**src/sv/hcsc_pkg.sv**
```systemverilog
package hcsc_pkg;

    // Fraction bits of the fixed-point constants.
    localparam int FRAC_BITS = 16;

    // Width of the constants and of the products with the pixel offsets.
    localparam int KW = FRAC_BITS;
    localparam int PW = FRAC_BITS + 14;

    // Width of the fractional cube coordinates and their shift to an integer.
    localparam int FW    = FRAC_BITS + 33;
    localparam int SH    = FRAC_BITS + 16;
    localparam int CW    = FW - SH;
    localparam int ERR_W = SH + 1;

    // Depth of the queue between the converter and the clamp walk.
    localparam int FIFO_DEPTH = 4;
    localparam int FIFO_AW    = $clog2(FIFO_DEPTH);

    // Integer square root, used only to derive the constants below.
    function automatic logic [63:0] isqrt_c(input logic [63:0] n_in);
        logic [63:0] n;
        logic [63:0] res;
        logic [63:0] bits;
        n    = n_in;
        res  = 64'd0;
        bits = 64'd1 << 62;
        while (bits > n) bits = bits >> 2;
        while (bits != 64'd0) begin
            if (n >= res + bits) begin
                n   = n - (res + bits);
                res = (res >> 1) + bits;
            end else begin
                res = res >> 1;
            end
            bits = bits >> 2;
        end
        return res;
    endfunction

    // sqrt(3)/3, 1/3 and 2/3, each rounded to nearest.
    localparam logic [63:0] ONE_F = 64'd1 << FRAC_BITS;
    localparam logic [63:0] K3_64 =
        (isqrt_c((64'd1 << (2 * FRAC_BITS + 2)) / 64'd3) + 64'd1) >> 1;
    localparam logic [63:0] K1_64 = (ONE_F + 64'd1) / 64'd3;
    localparam logic [63:0] K2_64 = (64'd2 * ONE_F + 64'd1) / 64'd3;

    localparam logic [KW-1:0] K3 = K3_64[KW-1:0];
    localparam logic [KW-1:0] K1 = K1_64[KW-1:0];
    localparam logic [KW-1:0] K2 = K2_64[KW-1:0];

    // One rounded cube coordinate triple.
    typedef struct packed {
        logic signed [CW-1:0] q;
        logic signed [CW-1:0] r;
        logic signed [CW-1:0] s;
    } t_cube;

endpackage

```
**src/sv/hcsc_fifo.sv**
```systemverilog
module hcsc_fifo
    import hcsc_pkg::*;
(
    input  logic    i_clk,
    input  logic    i_rst_n,
    input  logic    i_push,
    output logic    o_full,
    input  t_cube   i_data,
    input  logic    i_pop,
    output logic    o_empty,
    output t_cube   o_data
);

    t_cube               r_mem [FIFO_DEPTH];
    logic [FIFO_AW-1:0]  r_wr_ptr;
    logic [FIFO_AW-1:0]  r_rd_ptr;
    logic [FIFO_AW:0]    r_count;
    logic                w_wr;
    logic                w_rd;

    assign o_full  = (r_count == (FIFO_AW + 1)'(FIFO_DEPTH));
    assign o_empty = (r_count == '0);
    assign w_wr    = i_push && !o_full;
    assign w_rd    = i_pop && !o_empty;
    assign o_data  = r_mem[r_rd_ptr];

    // Pointers and fill level.
    always_ff @(posedge i_clk) begin
        if (!i_rst_n) begin
            r_wr_ptr <= '0;
            r_rd_ptr <= '0;
            r_count  <= '0;
        end else begin
            if (w_wr) begin
                r_wr_ptr <= r_wr_ptr + FIFO_AW'(1);
            end
            if (w_rd) begin
                r_rd_ptr <= r_rd_ptr + FIFO_AW'(1);
            end
            if (w_wr && !w_rd) begin
                r_count <= r_count + (FIFO_AW + 1)'(1);
            end else if (w_rd && !w_wr) begin
                r_count <= r_count - (FIFO_AW + 1)'(1);
            end
        end
    end

    // Storage.
    always_ff @(posedge i_clk) begin
        if (w_wr) begin
            r_mem[r_wr_ptr] <= i_data;
        end
    end

endmodule

```
**config.mk**
```make
export PLATFORM = sky130hd
export DESIGN_NAME = hcsc_fifo
export DESIGN_NICKNAME = d
export VERILOG_FILES = /design/src/sv/hcsc_pkg.sv /design/src/sv/hcsc_fifo.sv
export SDC_FILE = /design/constraint.sdc
export NUM_CORES = 1
export LEC_CHECK = 0
export BUFFER_PORTS_ARGS = -buffer_cell sky130_fd_sc_hd__clkbuf_2
export CORE_UTILIZATION = 45
export DETAILED_ROUTE_END_ITERATION = 8
export GPL_TIMING_DRIVEN = 1
export RECOVER_POWER = 25
export SYNTH_ARGS = -nofsm -noshare
export SYNTH_HDL_FRONTEND = slang
export SYNTH_SLANG_ARGS = --single-unit
```
**constraint.sdc**
```tcl
create_clock -name i_clk -period 4.16 [get_ports i_clk]
set_clock_uncertainty 0.15 [all_clocks]
set_input_delay 0.832 -clock i_clk [delete_from_list [all_inputs] [get_ports i_clk]]
set_output_delay 0.832 -clock i_clk [all_outputs]
set_load 0.005 [all_outputs]
```
==> metrics.cfg <==
[setup_path]
cp_max_fo = 33
endpoint_kind = output port
startpoint_type = flip-flop
max_stage_delay_ps = 800
worstPathCellList = buf_4 > mux4_2 > clkbuf_2
reg2reg_slack_ps = 1630
critPathArrivalTime_ps = 2320
r2r_cells = 8
timing_worst_setup_path_type = flip-flop to output port
crit_required_ps = 3180
slowest_stage = dfxtp_4

[floorplanning]
num_rows = 48
die_w_um = 135
start_util_pct = 45.9
chipHeight_um = 135
die-area_um2 = 18100
coreArea_um2 = 17200
io_pins = 108

[final_layout]
final_cell_mix = edfxtp_1 (204), clkbuf_2 (73), mux4_2 (50)
drive_gt1_share_pct = 38.3
final_util_pct = 55.0
final.fill_count = 1320
n_antenna_cell = 0
layout_commonest_cell = edfxtp_1
area_delta_synth_final_pct = 19.8
layout.nets = 502

[clock_network]
insertion_delay_ps = 490
clockBufferDepth = 3
cts-htree-levels = 1
clock-root-buffer = clkbuf_16
cts_setup_buffers = 0
clkSinkCount = 213
cts_tree = done
hold_buffers = 0
path_clk_slew_ps = 60
numCtsBuffers = 22
ctsResizeCount = 0

[route]
wl_met1_um = 5830
vias_per_cell = 5.24
avgRoutedWirePerCell_um = 20.0
wl_met2_um = 6890
dr_wl_met3_um = 730
wirelength_um = 13600
drcViolationCount = 0
drtPass1Iterations = 4
drtIter0Drc = 238
dr.max_layer_used = met4
ant_nets = 0
dr_total_vias = 3577

[sta]
setup_ws_ps = 858
slew_headroom_pct = 42.6
min_period_over_period_pct = 79.4
fin_setup_tns_ps = 0
rsz0062_at_grt = no
worst_pin_slew_ps = 862
setup_violations = 0
fin_hold_ws_ps = 359
final-hold-violation-count = 0
fin_crit_ps = 3300
final_max_slew_viol_count = 0
timing.fmax_ghz = 0.303

[power]
power_frac_clock_pct = 36.2
p_leak_nw = 3.16
finalPower_mw = 6.09
swShare_pct = 23.3
ir_drop_v = 0.000297
power_frac_comb_pct = 18.2
power.density_nw_per_um2 = 643
seqPwrFrac_pct = 45.7
power.internal_mw = 4.67
p_switching_mw = 1.42

[place]
routabilityCongestion = 0.667
dp_hpwl_um = 8150
io_buffers = 107
place_ws_ps = 1260

[yosys]
syn_avg_cell_area_um2 = 25.1
ys_seq_area_share_pct = 79.7
synth_area_um2 = 7910
ys_seq_elements = 213
ys_types = 25
syn_inst = 315
ys.warnings.count = 0
postSynthNetCount = 376

[hold_path]
worstHoldPathCells = 2
hold_class = flip-flop to flip-flop

[grt]
grt_max_degree = 39
grt_remaining_overflow = 0
grt_first_pass_wirelength_um = 21200
grt_pass1_vias = 3876
antenna_found_initial = 0
grtUsageTotal_pct = 15.6

[flow_run]
cap_viol_max_count = 0

[status]
status = finished, final reports clean

logic make-up after synthesis:
family,synth area share (%)
XOR/XNOR,0.443
AO/OA/AOI/OAI,0.427
adder cells (fa/ha/maj),1.04
flip-flops,79.7
multiplexers,15.0
buffers and inverters,2.10
AND/OR/NAND/NOR,1.28
routing by layer:
layer	vias to the layer above	track usage (%)
met5	-	0
met4	0	3.56
met3	15	3.38
met2	97	26.4
met1	1885	21.0
li1	1580	-
per-stage QoR:
step / std cells / cell area, um2
floorplan: 315 / 7910
global placement: 642 / 8680
CTS: 682 / 9510
finish: 682 / 9470
global route: 682 / 9470
detailed placement: 642 / 8680
Yosys cell counts (all sizes together):
| master | n | share of area (%) |
|---|---|---|
| o311ai | 1 | 0.11 |
| clkbuf | 1 | 0.047 |
| xor2 | 1 | 0.11 |
| nand2 | 4 | 0.19 |
| xnor2 | 3 | 0.33 |
| nor3 | 1 | 0.063 |
| o31ai | 1 | 0.16 |
| or3 | 1 | 0.079 |
| inv | 3 | 0.14 |
| mux4 | 51 | 15 |
| ha | 5 | 0.79 |
| a21boi | 1 | 0.095 |
| and2 | 8 | 0.63 |
| fa | 1 | 0.25 |
| o21ai | 1 | 0.063 |
| nor3b | 1 | 0.16 |
| dfxtp | 9 | 2.3 |
| nor2b | 2 | 0.16 |
| edfxtp | 204 | 77 |
| buf | 13 | 1.9 |
| mux2i | 3 | 0.38 |
layout make-up:
type / count / area, um2 / share of cell area, %
repair buffers: 116 / 598 / 6.31
inverters: 3 / 11.3 / 0.119
well taps: 225 / 282 / 2.97
flip-flops and latches: 213 / 6310 / 66.6
clock buffers: 23 / 576 / 6.08
clock inverters: 17 / 254 / 2.68
multi-input cells: 85 / 1440 / 15.2
worst paths after layout:
path                               endpoint   startpoint
worst max-delay path             o_data[15]    flip-flop
worst min register to register  r_wr_ptr[0]  r_wr_ptr[0]
worst max register to register   r_count[2]   r_count[0]
worst min-delay path            r_wr_ptr[0]  r_wr_ptr[0]
registers in the layout, indices dropped and copies added (netlist names), named ones only:
name	count
r_mem	204
r_count	3
r_wr_ptr	2
r_rd_ptr	2
worst max-delay path: cells and delay by family, from the launching register on:
| family | cells | cell delay (ps) |
|---|---|---|
| buffers and inverters | 2 | 490 |
| DFF | 1 | 800 |
| muxes | 1 | 540 |
power by group through the flow:
stage          logic [mW]  clock network [mW]  registers [mW]
3_5_place_dp         1.14                   0            2.84
4_1_cts              1.14                2.26            2.80
6_report             1.11                2.20            2.78
2_1_floorplan       0.870                   0            2.71
3_3_place_gp         1.13                   0            2.83
5_1_grt              1.21                2.34            2.82
(Power assumes the default switching activity.)
