**config.mk**
```make
export PLATFORM = sky130hd
export DESIGN_NAME = hcsc_front
export DESIGN_NICKNAME = d
export VERILOG_FILES = /design/src/sv/hcsc_pkg.sv /design/src/sv/hcsc_front.sv
export SDC_FILE = /design/constraint.sdc
export NUM_CORES = 2
export LEC_CHECK = 0
export ABC_AREA = 1
export BUFFER_PORTS_ARGS = -buffer_cell sky130_fd_sc_hd__clkbuf_2
export CAP_MARGIN = 20
export CORE_UTILIZATION = 55
export DETAILED_ROUTE_END_ITERATION = 8
export HOLD_SLACK_MARGIN = 0.08
export PLACE_DENSITY = 0.72
export SKIP_LAST_GASP = 1
export SLEW_MARGIN = 20
export SYNTH_ARGS = -nofsm -noshare
export SYNTH_HDL_FRONTEND = slang
export SYNTH_SLANG_ARGS = --single-unit
```
**constraint.sdc**
```tcl
create_clock -name i_clk -period 17.65 [get_ports i_clk]
set_input_delay 0 -clock i_clk [delete_from_list [all_inputs] [get_ports i_clk]]
set_output_delay 0 -clock i_clk [all_outputs]
set_load 0.05 [all_outputs]
```
**src/sv/hcsc_pkg.sv**
```systemverilog
package hcsc_pkg;

    // Fraction bits of the fixed-point constants.
    localparam int FRAC_BITS = 16;

    // Width of the constants and of the products with the pixel offsets.
    localparam int KW = FRAC_BITS;
    localparam int PW = FRAC_BITS + 14;

    // Width of the fractional cube coordinates and their shift to an integer.
    localparam int FW    = FRAC_BITS + 33;
    localparam int SH    = FRAC_BITS + 16;
    localparam int CW    = FW - SH;
    localparam int ERR_W = SH + 1;

    // Depth of the queue between the converter and the clamp walk.
    localparam int FIFO_DEPTH = 4;
    localparam int FIFO_AW    = $clog2(FIFO_DEPTH);

    // Integer square root, used only to derive the constants below.
    function automatic logic [63:0] isqrt_c(input logic [63:0] n_in);
        logic [63:0] n;
        logic [63:0] res;
        logic [63:0] bits;
        n    = n_in;
        res  = 64'd0;
        bits = 64'd1 << 62;
        while (bits > n) bits = bits >> 2;
        while (bits != 64'd0) begin
            if (n >= res + bits) begin
                n   = n - (res + bits);
                res = (res >> 1) + bits;
            end else begin
                res = res >> 1;
            end
            bits = bits >> 2;
        end
        return res;
    endfunction

    // sqrt(3)/3, 1/3 and 2/3, each rounded to nearest.
    localparam logic [63:0] ONE_F = 64'd1 << FRAC_BITS;
    localparam logic [63:0] K3_64 =
        (isqrt_c((64'd1 << (2 * FRAC_BITS + 2)) / 64'd3) + 64'd1) >> 1;
    localparam logic [63:0] K1_64 = (ONE_F + 64'd1) / 64'd3;
    localparam logic [63:0] K2_64 = (64'd2 * ONE_F + 64'd1) / 64'd3;

    localparam logic [KW-1:0] K3 = K3_64[KW-1:0];
    localparam logic [KW-1:0] K1 = K1_64[KW-1:0];
    localparam logic [KW-1:0] K2 = K2_64[KW-1:0];

    // One rounded cube coordinate triple.
    typedef struct packed {
        logic signed [CW-1:0] q;
        logic signed [CW-1:0] r;
        logic signed [CW-1:0] s;
    } t_cube;

endpackage

```
**src/sv/hcsc_front.sv**
```systemverilog
module hcsc_front
    import hcsc_pkg::*;
(
    input  logic          i_clk,
    input  logic          i_rst_n,
    input  logic          i_push,
    output logic          o_full,
    input  logic [11:0]   i_cursor_x,
    input  logic [11:0]   i_cursor_y,
    input  logic [11:0]   i_center_x,
    input  logic [11:0]   i_center_y,
    input  logic [16:0]   i_inv_radius,
    output logic          o_q_push,
    input  logic          i_q_full,
    output t_cube         o_q_data
);

    typedef struct packed {
        logic signed [CW-1:0] val;
        logic [ERR_W-1:0]     err;
    } t_rnd;

    localparam logic signed [KW:0]   K3S    = {1'b0, K3};
    localparam logic signed [KW:0]   K1S    = {1'b0, K1};
    localparam logic signed [KW:0]   K2S    = {1'b0, K2};
    localparam logic [ERR_W-1:0]     UNIT_E = {1'b1, {SH{1'b0}}};

    // Round half away from zero; the error against the exact value is
    // the fraction, or its complement when the magnitude was rounded up.
    function automatic t_rnd round_haz(input logic signed [FW-1:0] v);
        logic [FW-1:0] mag;
        logic [SH-1:0] frac;
        logic [CW-1:0] n;
        t_rnd          res;
        mag  = v[FW-1] ? FW'(-v) : FW'(v);
        frac = mag[SH-1:0];
        n    = mag[FW-1:SH] + {{(CW-1){1'b0}}, frac[SH-1]};
        res.val = v[FW-1] ? -$signed(n) : $signed(n);
        res.err = frac[SH-1] ? (UNIT_E - {1'b0, frac}) : {1'b0, frac};
        return res;
    endfunction

    logic [5:1]                  r_v;
    logic                        w_en;
    logic signed [12:0]          r_x;
    logic signed [12:0]          r_y;
    logic signed [PW-1:0]        r_px;
    logic signed [PW-1:0]        r_py1;
    logic signed [PW-1:0]        r_py2;
    logic signed [PW:0]          w_diff;
    logic signed [PW:0]          w_ry;
    logic signed [17:0]          w_inv;
    logic signed [FW-1:0]        r_fq3;
    logic signed [FW-1:0]        r_fr3;
    logic signed [FW-1:0]        r_fq4;
    logic signed [FW-1:0]        r_fr4;
    logic signed [FW-1:0]        r_fs4;
    t_rnd                        r_rq;
    t_rnd                        r_rr;
    t_rnd                        r_rs;
    t_cube                       w_fix;

    // The pipeline moves unless its last stage holds an item the queue cannot take.
    assign w_en     = !(r_v[5] && i_q_full);
    assign o_full   = !w_en;
    assign o_q_push = r_v[5] && !i_q_full;

    assign w_diff = {r_px[PW-1], r_px} - {r_py1[PW-1], r_py1};
    assign w_ry   = {r_py2[PW-1], r_py2};
    assign w_inv  = {1'b0, i_inv_radius};

    // Valid bits of the five stages.
    always_ff @(posedge i_clk) begin
        if (!i_rst_n) begin
            r_v <= '0;
        end else if (w_en) begin
            r_v <= {r_v[4:1], i_push};
        end
    end

    // Offsets, constant products, reciprocal products, s, then rounding.
    always_ff @(posedge i_clk) begin
        if (w_en) begin
            r_x   <= $signed({1'b0, i_cursor_x}) - $signed({1'b0, i_center_x});
            r_y   <= $signed({1'b0, i_cursor_y}) - $signed({1'b0, i_center_y});
            r_px  <= K3S * r_x;
            r_py1 <= K1S * r_y;
            r_py2 <= K2S * r_y;
            r_fq3 <= w_diff * w_inv;
            r_fr3 <= w_ry * w_inv;
            r_fq4 <= r_fq3;
            r_fr4 <= r_fr3;
            r_fs4 <= -r_fq3 - r_fr3;
            r_rq  <= round_haz(r_fq4);
            r_rr  <= round_haz(r_fr4);
            r_rs  <= round_haz(r_fs4);
        end
    end

    // Rebuild the coordinate with the largest rounding error from the other two.
    always_comb begin
        w_fix.q = r_rq.val;
        w_fix.r = r_rr.val;
        w_fix.s = r_rs.val;
        priority if (r_rq.err > r_rr.err && r_rq.err > r_rs.err) begin
            w_fix.q = -r_rr.val - r_rs.val;
        end else if (r_rr.err > r_rs.err) begin
            w_fix.r = -r_rq.val - r_rs.val;
        end else begin
            w_fix.s = -r_rq.val - r_rr.val;
        end
    end

    assign o_q_data = w_fix;

endmodule

```
==> impl_metrics.ini <==
[critical_path]
rrSetupSlack_ns = 8.51
reg2regPathDepth = 39
crit_buf_inv = 8
cp_slowest_cell = xor2_1
cpMostUsedCell = fa_1
startpoint_type = flop
max_stage_delay_ns = 0.94
crit_fanout = 18
path_delay_family = adder cells
cp.arrival_ns = 9.55
crit_type = flop to flop
cp-end-kind = flop
worst_r2r_startpoint = r_py1[0]
crit_required_ns = 18.07
reg2reg_to = r_fq3[48]

[place]
placedCellCount = 11600
place_congestion = 0.952
hpwl_mm = 185
io_buffers = 121

[layout]
drive_gt1_share_pct = 4.99
fin_util_pct = 59.4
final_common_cell = inv_1
final_cell_mix = inv_1, nand2_1, fa_1
syn2layout_area_growth_pct = 6.59
fin_nets = 11900
fin_cells = 11800
diodes = 0

[logic_synthesis]
yosysUniqueCellTypes = 65
ys_warn_count = 0
ys_ff_latch = 512
async_flop_share_pct = 0
ys_seq_area_share_pct = 18.8
syn_inst = 9772
synth-main-ff-cell = edfxtp_1
synth_edf_count = 507
syn-cell-area_um2 = 81600
avgSynthCellArea_um2 = 8.35

[global_route]
grt_first_pass_wirelength_mm = 357
antenna_found_initial = 2
grt_max_degree = 74
grt-ovfl-total = 0
grt_usage_pct = 30.1
grt_pass1_vias = 67600

[sta]
whs_ns = 0.186
skew_ns = 0.0609
finalSetupViolations = 0
min_period_ns = 9.14
rsz0062_at_grt = no
tns_ns = 0
fmax_mhz = 109
worst_pin_slew_ns = 1.17
period_share_pct = 51.8
slew_violations = 0
relSlewSlack_pct = 21.8
final-hold-violation-count = 0

[detailed_routing]
finalWirelength_mm = 221
drc = 0
met2_length_mm = 105
via_per_inst = 5.40
met3_length_mm = 14.5
wl_per_cell_um = 18.7
drtIter0Drc = 4418
dr.max_layer_used = met4
first_pass_iters = 6
met1_length_mm = 90.9
dr_total_vias = 63900
ant_nets = 0

[floorplanning]
io_pins = 122
die_x_um = 387
row_count = 140
start_util_pct = 55.7
core_um2 = 146000
die_area_um2 = 150000
die_h_um = 387

[worst_hold_path]
hold_path_class = input port to flop
hp-start = i_q_full
hold_depth = 2
whs_endpoint = r_rr[40]

[run_status]
status = completed

[clock_network]
clkSinkCount = 512
cts_buffers = 59
cts_tree = yes
ctsRootBufferMaster = clkbuf_16
h-tree-depth = 2
clk_pin_slew_worst_paths_ns = 0.07
clk_latency_ns = 0.70
clock_path_buffers = 3
cts_repair_resize_count = 0

[flow_run]
maxCapViolations = 0
==> cells by family after synthesis <==
family / count (synthesis) / synth area share [%]
xor+xnor: 521 / 5.59
compound gates: 910 / 6.26
flops: 512 / 18.8
simple gates: 3250 / 16.8
buf+inv: 2622 / 12.1
fa+ha+maj: 1956 / 40.4
other cells: 1 / 0.00459
==> metal layers <==
layer / vias to the layer above / GRT usage (%)
met5: - / 0
met3: 451 / 4.01
li1: 30100 / -
met2: 2284 / 51.0
met4: 0 / 13.7
met1: 31100 / 38.2
==> stage by stage <==
step | worst slack [ns] | instance area [um2]
2_1_floorplan | 1.36 | 81600
3_3_place_gp | 8.65 | 84100
3_5_place_dp | 8.58 | 84100
4_1_cts | 8.59 | 87000
5_1_grt | 7.93 | 87000
6_report | 8.51 | 87000
==> cells in the mapped netlist, drive strengths merged (5+ instances only) <==
library cell  instances  area, um2
inv                2381       8940
nand2              1856       7150
fa                 1130      22600
nor2                877       3520
ha                  826      10300
edfxtp              507      15200
a21oi               407       2050
xor2                315       2760
nand3               296       1690
o21ai               281       1430
xnor2               206       1800
clkbuf              179        672
nand4                77        494
a31oi                67        419
nor3                 55        300
buf                  51        260
or2                  35        219
o21a                 28        210
o21bai               25        188
nand3b               22        165
nor4                 22        138
o31ai                21        163
a21boi               17        128
a21o                 17        128
o211ai               13       97.6
clkinv               11       41.3
o221ai               10       87.6
a221oi                6       52.6
a211oi                5       37.5
dfxtp                 5        100
==> registers in the layout, indices dropped and copies added, names as in the netlist <==
signal / count
r_fr3: 48
r_py1: 29
r_rs: 50
r_fq3: 49
r_fq4: 49
r_px: 30
r_fs4: 49
r_x: 13
r_fr4: 48
r_rr: 50
r_py2: 29
r_v: 5
r_y: 13
r_rq: 50
==> worst max path at each step <==
stage | start | to | slack (ns) | depth (start not counted)
2_1_floorplan | r_v[5] | r_v[4] | 1.36 | 4
3_3_place_gp | r_py1[0] | r_fq3[48] | 8.65 | 39
3_5_place_dp | r_py1[0] | r_fq3[48] | 8.58 | 39
4_1_cts | r_py1[0] | r_fq3[48] | 8.59 | 39
5_1_grt | r_py1[0] | r_fq3[48] | 7.93 | 39
6_report | r_py1[0] | r_fq3[48] | 8.51 | 39
==> layout make-up <==
| cell class | count | area [um2] |
|---|---|---|
| clock buffer | 67 | 1510 |
| clock inverter | 42 | 596 |
| fill | 13000 | 59400 |
| inverter | 2392 | 8980 |
| multi-input combinational | 6640 | 56400 |
| sequential | 512 | 15300 |
| tap | 1917 | 2400 |
| timing repair buffer | 251 | 1780 |
==> what timing repair did <==
item                                   4_1_cts  5_1_grt
endpoints found under the hold margin       31        0
setup buffers                                0        0
hold buffers                                78        0
Power is left out: the tool's default activity adds up to more than one toggle a clock period on the data nets, which glitch-free logic cannot reach.
