--- src/sv/hcsc_pkg.sv ---
package hcsc_pkg;

    // Fraction bits of the fixed-point constants.
    localparam int FRAC_BITS = 16;

    // Width of the constants and of the products with the pixel offsets.
    localparam int KW = FRAC_BITS;
    localparam int PW = FRAC_BITS + 14;

    // Width of the fractional cube coordinates and their shift to an integer.
    localparam int FW    = FRAC_BITS + 33;
    localparam int SH    = FRAC_BITS + 16;
    localparam int CW    = FW - SH;
    localparam int ERR_W = SH + 1;

    // Depth of the queue between the converter and the clamp walk.
    localparam int FIFO_DEPTH = 4;
    localparam int FIFO_AW    = $clog2(FIFO_DEPTH);

    // Integer square root, used only to derive the constants below.
    function automatic logic [63:0] isqrt_c(input logic [63:0] n_in);
        logic [63:0] n;
        logic [63:0] res;
        logic [63:0] bits;
        n    = n_in;
        res  = 64'd0;
        bits = 64'd1 << 62;
        while (bits > n) bits = bits >> 2;
        while (bits != 64'd0) begin
            if (n >= res + bits) begin
                n   = n - (res + bits);
                res = (res >> 1) + bits;
            end else begin
                res = res >> 1;
            end
            bits = bits >> 2;
        end
        return res;
    endfunction

    // sqrt(3)/3, 1/3 and 2/3, each rounded to nearest.
    localparam logic [63:0] ONE_F = 64'd1 << FRAC_BITS;
    localparam logic [63:0] K3_64 =
        (isqrt_c((64'd1 << (2 * FRAC_BITS + 2)) / 64'd3) + 64'd1) >> 1;
    localparam logic [63:0] K1_64 = (ONE_F + 64'd1) / 64'd3;
    localparam logic [63:0] K2_64 = (64'd2 * ONE_F + 64'd1) / 64'd3;

    localparam logic [KW-1:0] K3 = K3_64[KW-1:0];
    localparam logic [KW-1:0] K1 = K1_64[KW-1:0];
    localparam logic [KW-1:0] K2 = K2_64[KW-1:0];

    // One rounded cube coordinate triple.
    typedef struct packed {
        logic signed [CW-1:0] q;
        logic signed [CW-1:0] r;
        logic signed [CW-1:0] s;
    } t_cube;

endpackage

--- src/sv/hcsc_clamp.sv ---
module hcsc_clamp
    import hcsc_pkg::*;
(
    input  logic               i_clk,
    input  logic               i_rst_n,
    input  logic               i_q_empty,
    output logic               o_q_pop,
    input  t_cube              i_q_data,
    input  logic [6:0]         i_grid_radius,
    output logic               o_empty,
    input  logic               i_pop,
    output logic signed [13:0] o_hex_q,
    output logic signed [13:0] o_hex_r,
    output logic signed [13:0] o_hex_s,
    output logic               o_was_inside
);

    typedef enum logic {ST_IDLE, ST_WALK} t_state;

    t_state                r_state;
    logic signed [CW-1:0]  r_q;
    logic signed [CW-1:0]  r_r;
    logic signed [CW-1:0]  r_s;
    logic                  r_first;
    logic                  r_inside;
    logic                  r_out_valid;
    logic signed [13:0]    r_hex_q;
    logic signed [13:0]    r_hex_r;
    logic signed [13:0]    r_hex_s;
    logic                  r_was_inside;

    logic [CW-1:0]         w_aq;
    logic [CW-1:0]         w_ar;
    logic [CW-1:0]         w_as;
    logic [CW+1:0]         w_sum;
    logic [CW:0]           w_dist;
    logic [6:0]            w_limit;
    logic                  w_done;
    logic                  w_out_free;
    logic                  w_emit;
    logic signed [CW-1:0]  n_q;
    logic signed [CW-1:0]  n_r;
    logic signed [CW-1:0]  n_s;

    function automatic logic [CW-1:0] abs_c(input logic signed [CW-1:0] v);
        return v[CW-1] ? CW'(-v) : CW'(v);
    endfunction

    function automatic logic signed [CW-1:0] toward_zero(input logic signed [CW-1:0] v);
        return v[CW-1] ? (v + {{(CW-1){1'b0}}, 1'b1}) : (v - {{(CW-1){1'b0}}, 1'b1});
    endfunction

    // Distance from the origin and the bound of the inner region.
    assign w_aq    = abs_c(r_q);
    assign w_ar    = abs_c(r_r);
    assign w_as    = abs_c(r_s);
    assign w_sum   = {2'b00, w_aq} + {2'b00, w_ar} + {2'b00, w_as};
    assign w_dist  = w_sum[CW+1:1];
    assign w_limit = ((i_grid_radius < 7'd2) ? 7'd2 : i_grid_radius) - 7'd1;
    assign w_done  = (w_dist < (CW + 1)'(w_limit));

    assign w_out_free = !r_out_valid || i_pop;
    assign w_emit     = (r_state == ST_WALK) && w_done && w_out_free;
    assign o_q_pop    = (r_state == ST_IDLE) && !i_q_empty;

    // One unit step: the largest and second largest magnitudes move toward zero.
    always_comb begin
        n_q = r_q;
        n_r = r_r;
        n_s = r_s;
        priority if (w_aq > w_ar && w_aq > w_as) begin
            n_q = toward_zero(r_q);
            if (w_ar > w_as) n_r = toward_zero(r_r);
            else             n_s = toward_zero(r_s);
        end else if (w_ar > w_as) begin
            n_r = toward_zero(r_r);
            if (w_aq > w_as) n_q = toward_zero(r_q);
            else             n_s = toward_zero(r_s);
        end else begin
            n_s = toward_zero(r_s);
            if (w_aq > w_ar) n_q = toward_zero(r_q);
            else             n_r = toward_zero(r_r);
        end
    end

    // Walk sequencer and result register.
    always_ff @(posedge i_clk) begin
        if (!i_rst_n) begin
            r_state     <= ST_IDLE;
            r_first     <= 1'b0;
            r_out_valid <= 1'b0;
        end else begin
            // A new result refills the register even when the old one leaves now.
            if (w_emit) begin
                r_out_valid <= 1'b1;
            end else if (i_pop && r_out_valid) begin
                r_out_valid <= 1'b0;
            end
            unique case (r_state)
                ST_IDLE: begin
                    if (!i_q_empty) begin
                        r_q     <= i_q_data.q;
                        r_r     <= i_q_data.r;
                        r_s     <= i_q_data.s;
                        r_first <= 1'b1;
                        r_state <= ST_WALK;
                    end
                end
                ST_WALK: begin
                    r_first <= 1'b0;
                    if (r_first) begin
                        r_inside <= w_done;
                    end
                    if (w_done) begin
                        if (w_out_free) begin
                            r_hex_q      <= r_q[13:0];
                            r_hex_r      <= r_r[13:0];
                            r_hex_s      <= r_s[13:0];
                            r_was_inside <= r_first ? w_done : r_inside;
                            r_state      <= ST_IDLE;
                        end
                    end else begin
                        r_q <= n_q;
                        r_r <= n_r;
                        r_s <= n_s;
                    end
                end
                default: begin
                    r_state <= ST_IDLE;
                end
            endcase
        end
    end

    assign o_empty      = !r_out_valid;
    assign o_hex_q      = r_hex_q;
    assign o_hex_r      = r_hex_r;
    assign o_hex_s      = r_hex_s;
    assign o_was_inside = r_was_inside;

endmodule

--- config.mk ---
export PLATFORM = sky130hd
export DESIGN_NAME = hcsc_clamp
export DESIGN_NICKNAME = d
export VERILOG_FILES = /design/src/sv/hcsc_pkg.sv /design/src/sv/hcsc_clamp.sv
export SDC_FILE = /design/constraint.sdc
export NUM_CORES = 1
export LEC_CHECK = 0
export ABC_AREA = 1
export BUFFER_PORTS_ARGS = -buffer_cell sky130_fd_sc_hd__clkbuf_2
export CAP_MARGIN = 30
export CORE_MARGIN = 2
export CORE_UTILIZATION = 46
export CTS_BUF_LIST = sky130_fd_sc_hd__clkbuf_4
export CTS_CLUSTER_DIAMETER = 50
export DETAILED_ROUTE_END_ITERATION = 8
export HOLD_SLACK_MARGIN = 0.1
export PLACE_DENSITY = 0.65
export SLEW_MARGIN = 10
export SYNTH_ARGS = -nofsm -noshare
export SYNTH_HDL_FRONTEND = slang
export SYNTH_SLANG_ARGS = --single-unit
--- constraint.sdc ---
create_clock -name i_clk -period 10.3 [get_ports i_clk]
set_input_delay 1.03 -clock i_clk [delete_from_list [all_inputs] [get_ports i_clk]]
set_output_delay 1.03 -clock i_clk [all_outputs]
set_load 0.02 [all_outputs]
==> results.md <==
* Status: completed
* Skew final at 0.0120 ns
* Port Buffers at 106
* Clock root cell: clkbuf_4
* # nets final at 1591
* Via density at 5.24
* Yosys top cell by area: edfxtp_1
* Row count at 53
* Setup TNS at 0 ns
* Lkg Pwr at 5.32 nW
* Fin. Hold Viols at 0
* Startpoint Class: flop
* Crit Path Max Fanout at 43
* HP Class: flop to flop
* Reg power frac at 0.245
* Async S/R FF share, synth at 0
* Die extent in x at 150 um
* Seq/Total Area, Yosys at 0.296
* Switch Pwr at 1.09 mW
* Mapped Area at 9830 um2
* Worst setup EP type: flop
* Share of the synthesized area in the top cell type at 0.290
* DIE AREA at 22600 um2
* CP arrival at 5.97 ns
* Clk slew on worst S/H paths at 0.18 ns
* Yosys warning count at 0
* Syn_area_per_cell at 7.76 um2
* Synth cell types at 43
* DRT iter0 DRCs at 527
* Total CTS buffers at 9
* Worst EP required at 10.46 ns
* Area grow syn2layout at 10.2%
* # IOs at 107
* # hold bufs at CTS at 0
* Total number of vias at 8677
* Met1 WL at 12.1 mm
* Rel. slew slack at 0.461
* Int Power at 1.09 mW
* Final setup viols at 0
* Top-count cell post-synth: nand2_1
* Initial antenna violation count at 1
* Vias in the first global route at 8349
* Tot Pwr at 2.18 mW
* Maxcap violations at 0
* Final RePlAce weighted congestion at 0.948
* Clk sinks at 98
* Combinational share of power at 0.659
* CTS tree: yes
* Top cells by count, synth: nand2_1, inv_1, ha_1
* First-pass GRT wire length at 41.2 mm
* EDFF count, synth at 95
* Share of layout cells above drive strength 1 at 0.140
* Post-route DRC at 0
* H-tree levels at 3
* WL met2 at 11.2 mm
* Initial Utilization at 0.468
* Fill cells at 2008
* Largest net degree at the start of global routing at 81
* ANT nets after route at 0
* Sw Ratio at 0.502
* Seq cells post-synth at 98
* Clk network pwr share at 0.096
* Met3 Wirelength at 1.13 mm
* Total congestion overflow at 0
* F_max at 0.172 GHz
* Setup CP Type: flop to flop
* Pre-antenna DRT Iters at 5
* Syn_nets at 1482
* RSZ-0062 raised after global routing: false
* Power per Cell Area at 201 nW/um2
* Slew at the pin with the worst max-slew slack at 0.808 ns
* Core area at 21000 um2
* HPWL after DPL at 19.7 mm
* Worst vdd ir at 0.0000813 V
* Max Transition Viols Final at 0
* Post-CTS Setup Bufs at 0
* Synth Flop Type: edfxtp_1
* Hold slack at 0.491 ns
* Synth top area cells: edfxtp_1, ha_1, nand2_1, inv_1, a21oi_1
* Fin crit share at 0.564
* Routed wire length at 25.0 mm
* Routed len/inst at 15.1 um
* Gr usage total at 0.231
* Post-route minimum period at 5.81 ns
* Clk_lat worst skew at 0.51 ns
* Die Span Y at 150 um
* Max layer used: met4
* Longest Clk Path Bufs at 2
* Cts repair resizes at 0
* Cells after Synth at 1267
cell type report:
| class | instances | area, um2 | area share |
|---|---|---|---|
| diodes | 1 | 2.50 | 0.000231 |
| clock buffers | 9 | 67.6 | 0.00624 |
| clock inverters | 7 | 60.1 | 0.00554 |
| inverters | 185 | 694 | 0.0641 |
| multi-input cells | 970 | 6170 | 0.570 |
| flip-flops and latches | 98 | 2910 | 0.269 |
| well taps | 275 | 344 | 0.0318 |
| repair buffers | 112 | 579 | 0.0535 |
power by group through the flow:
stage	logic [mW]	clock network [mW]	registers, mW
floorplan	1.09	0	0.525
global placement	1.39	0	0.543
detailed placement	1.41	0	0.543
CTS	1.42	0.217	0.534
global route	1.65	0.229	0.541
finish	1.44	0.210	0.534
layout by cell type, fill, tap and decap left out, types with 6 or more instances in the layout:
master	instances
inv_2	6
a21oi_1	87
edfxtp_1	95
nand2_1	270
a21o_1	8
o31ai_1	8
nor2_1	95
o21ai_1	17
or2_2	17
nor3_1	22
clkbuf_2	106
ha_1	139
a31oi_1	20
nand3_1	60
xor2_1	45
nand4_1	12
fa_1	14
clkbuf_4	9
o21bai_1	8
nand2_2	16
inv_1	178
nand3b_1	8
nor2_2	14
o21ai_0	61
xnor2_1	19
cells by family (layout without fill, tap and decap cells):
| kind of cell | count (synthesis) | count (layout) | share of synthesized area |
|---|---|---|---|
| buffers and inverters | 199 | 313 | 0.0760 |
| AND/OR/NAND/NOR | 533 | 533 | 0.241 |
| XOR/XNOR | 64 | 64 | 0.0570 |
| adder cells (fa/ha/maj) | 153 | 153 | 0.205 |
| flip-flops | 98 | 98 | 0.296 |
| AO/OA/AOI/OAI | 220 | 220 | 0.124 |
| other | 0 | 1 | 0 |
sequential cells by signal, summed over array words and instances, names as in the netlist:
signal	cells
o_hex_q	14
o_hex_r	14
o_hex_s	14
o_was_inside	1
r_first	1
r_inside	1
r_out_valid	1
r_q	17
r_r	17
r_s	17
r_state	1
through the flow:
step	utilization	area (um2)	worst slack (ns)	std cells
after floorplan	-	9830	2.89	1267
after global placement	0.509	10700	4.62	1639
after detailed placement	0.509	10700	4.49	1640
after CTS	0.515	10800	4.43	1656
after global routing	0.515	10800	3.91	1657
final	0.515	10800	4.49	1657
per-layer routing:
layer / up-vias / track usage
met2: 205 / 0.377
met4: 0 / 0.0608
li1: 4480 / -
met3: 33 / 0.0358
met5: - / 0
met1: 3959 / 0.319
final timing paths:
path         startpoint          end  slack, ns  depth (start not counted)
max             r_q[16]  o_hex_r[11]       4.49                         23
min             r_first      r_first       0.49                          2
max reg2reg     r_q[16]  o_hex_r[11]       4.49                         23
min reg2reg     r_first      r_first       0.49                          2
worst max-delay path: stages (launching register included):
cell and delay (ns):
edfxtp_1 0.60, clkinv_1 0.68, ha_1 0.47, inv_1 0.12, nand2_1 0.09, ha_1 0.28
inv_1 0.04, ha_1 0.16, or2_2 0.31, ha_1 0.35, a21o_1 0.22, a31oi_1 0.17
xnor2_1 0.16, ha_1 0.28, nand2_1 0.09, nor2_1 0.05, a211oi_1 0.16, o21ai_1 0.09
nand3_1 0.07, nor2_1 0.04, nor2_1 0.15, nand4_2 0.17, nor3_2 0.14, buf_4 0.55
Power figures use the tool's default switching activity.
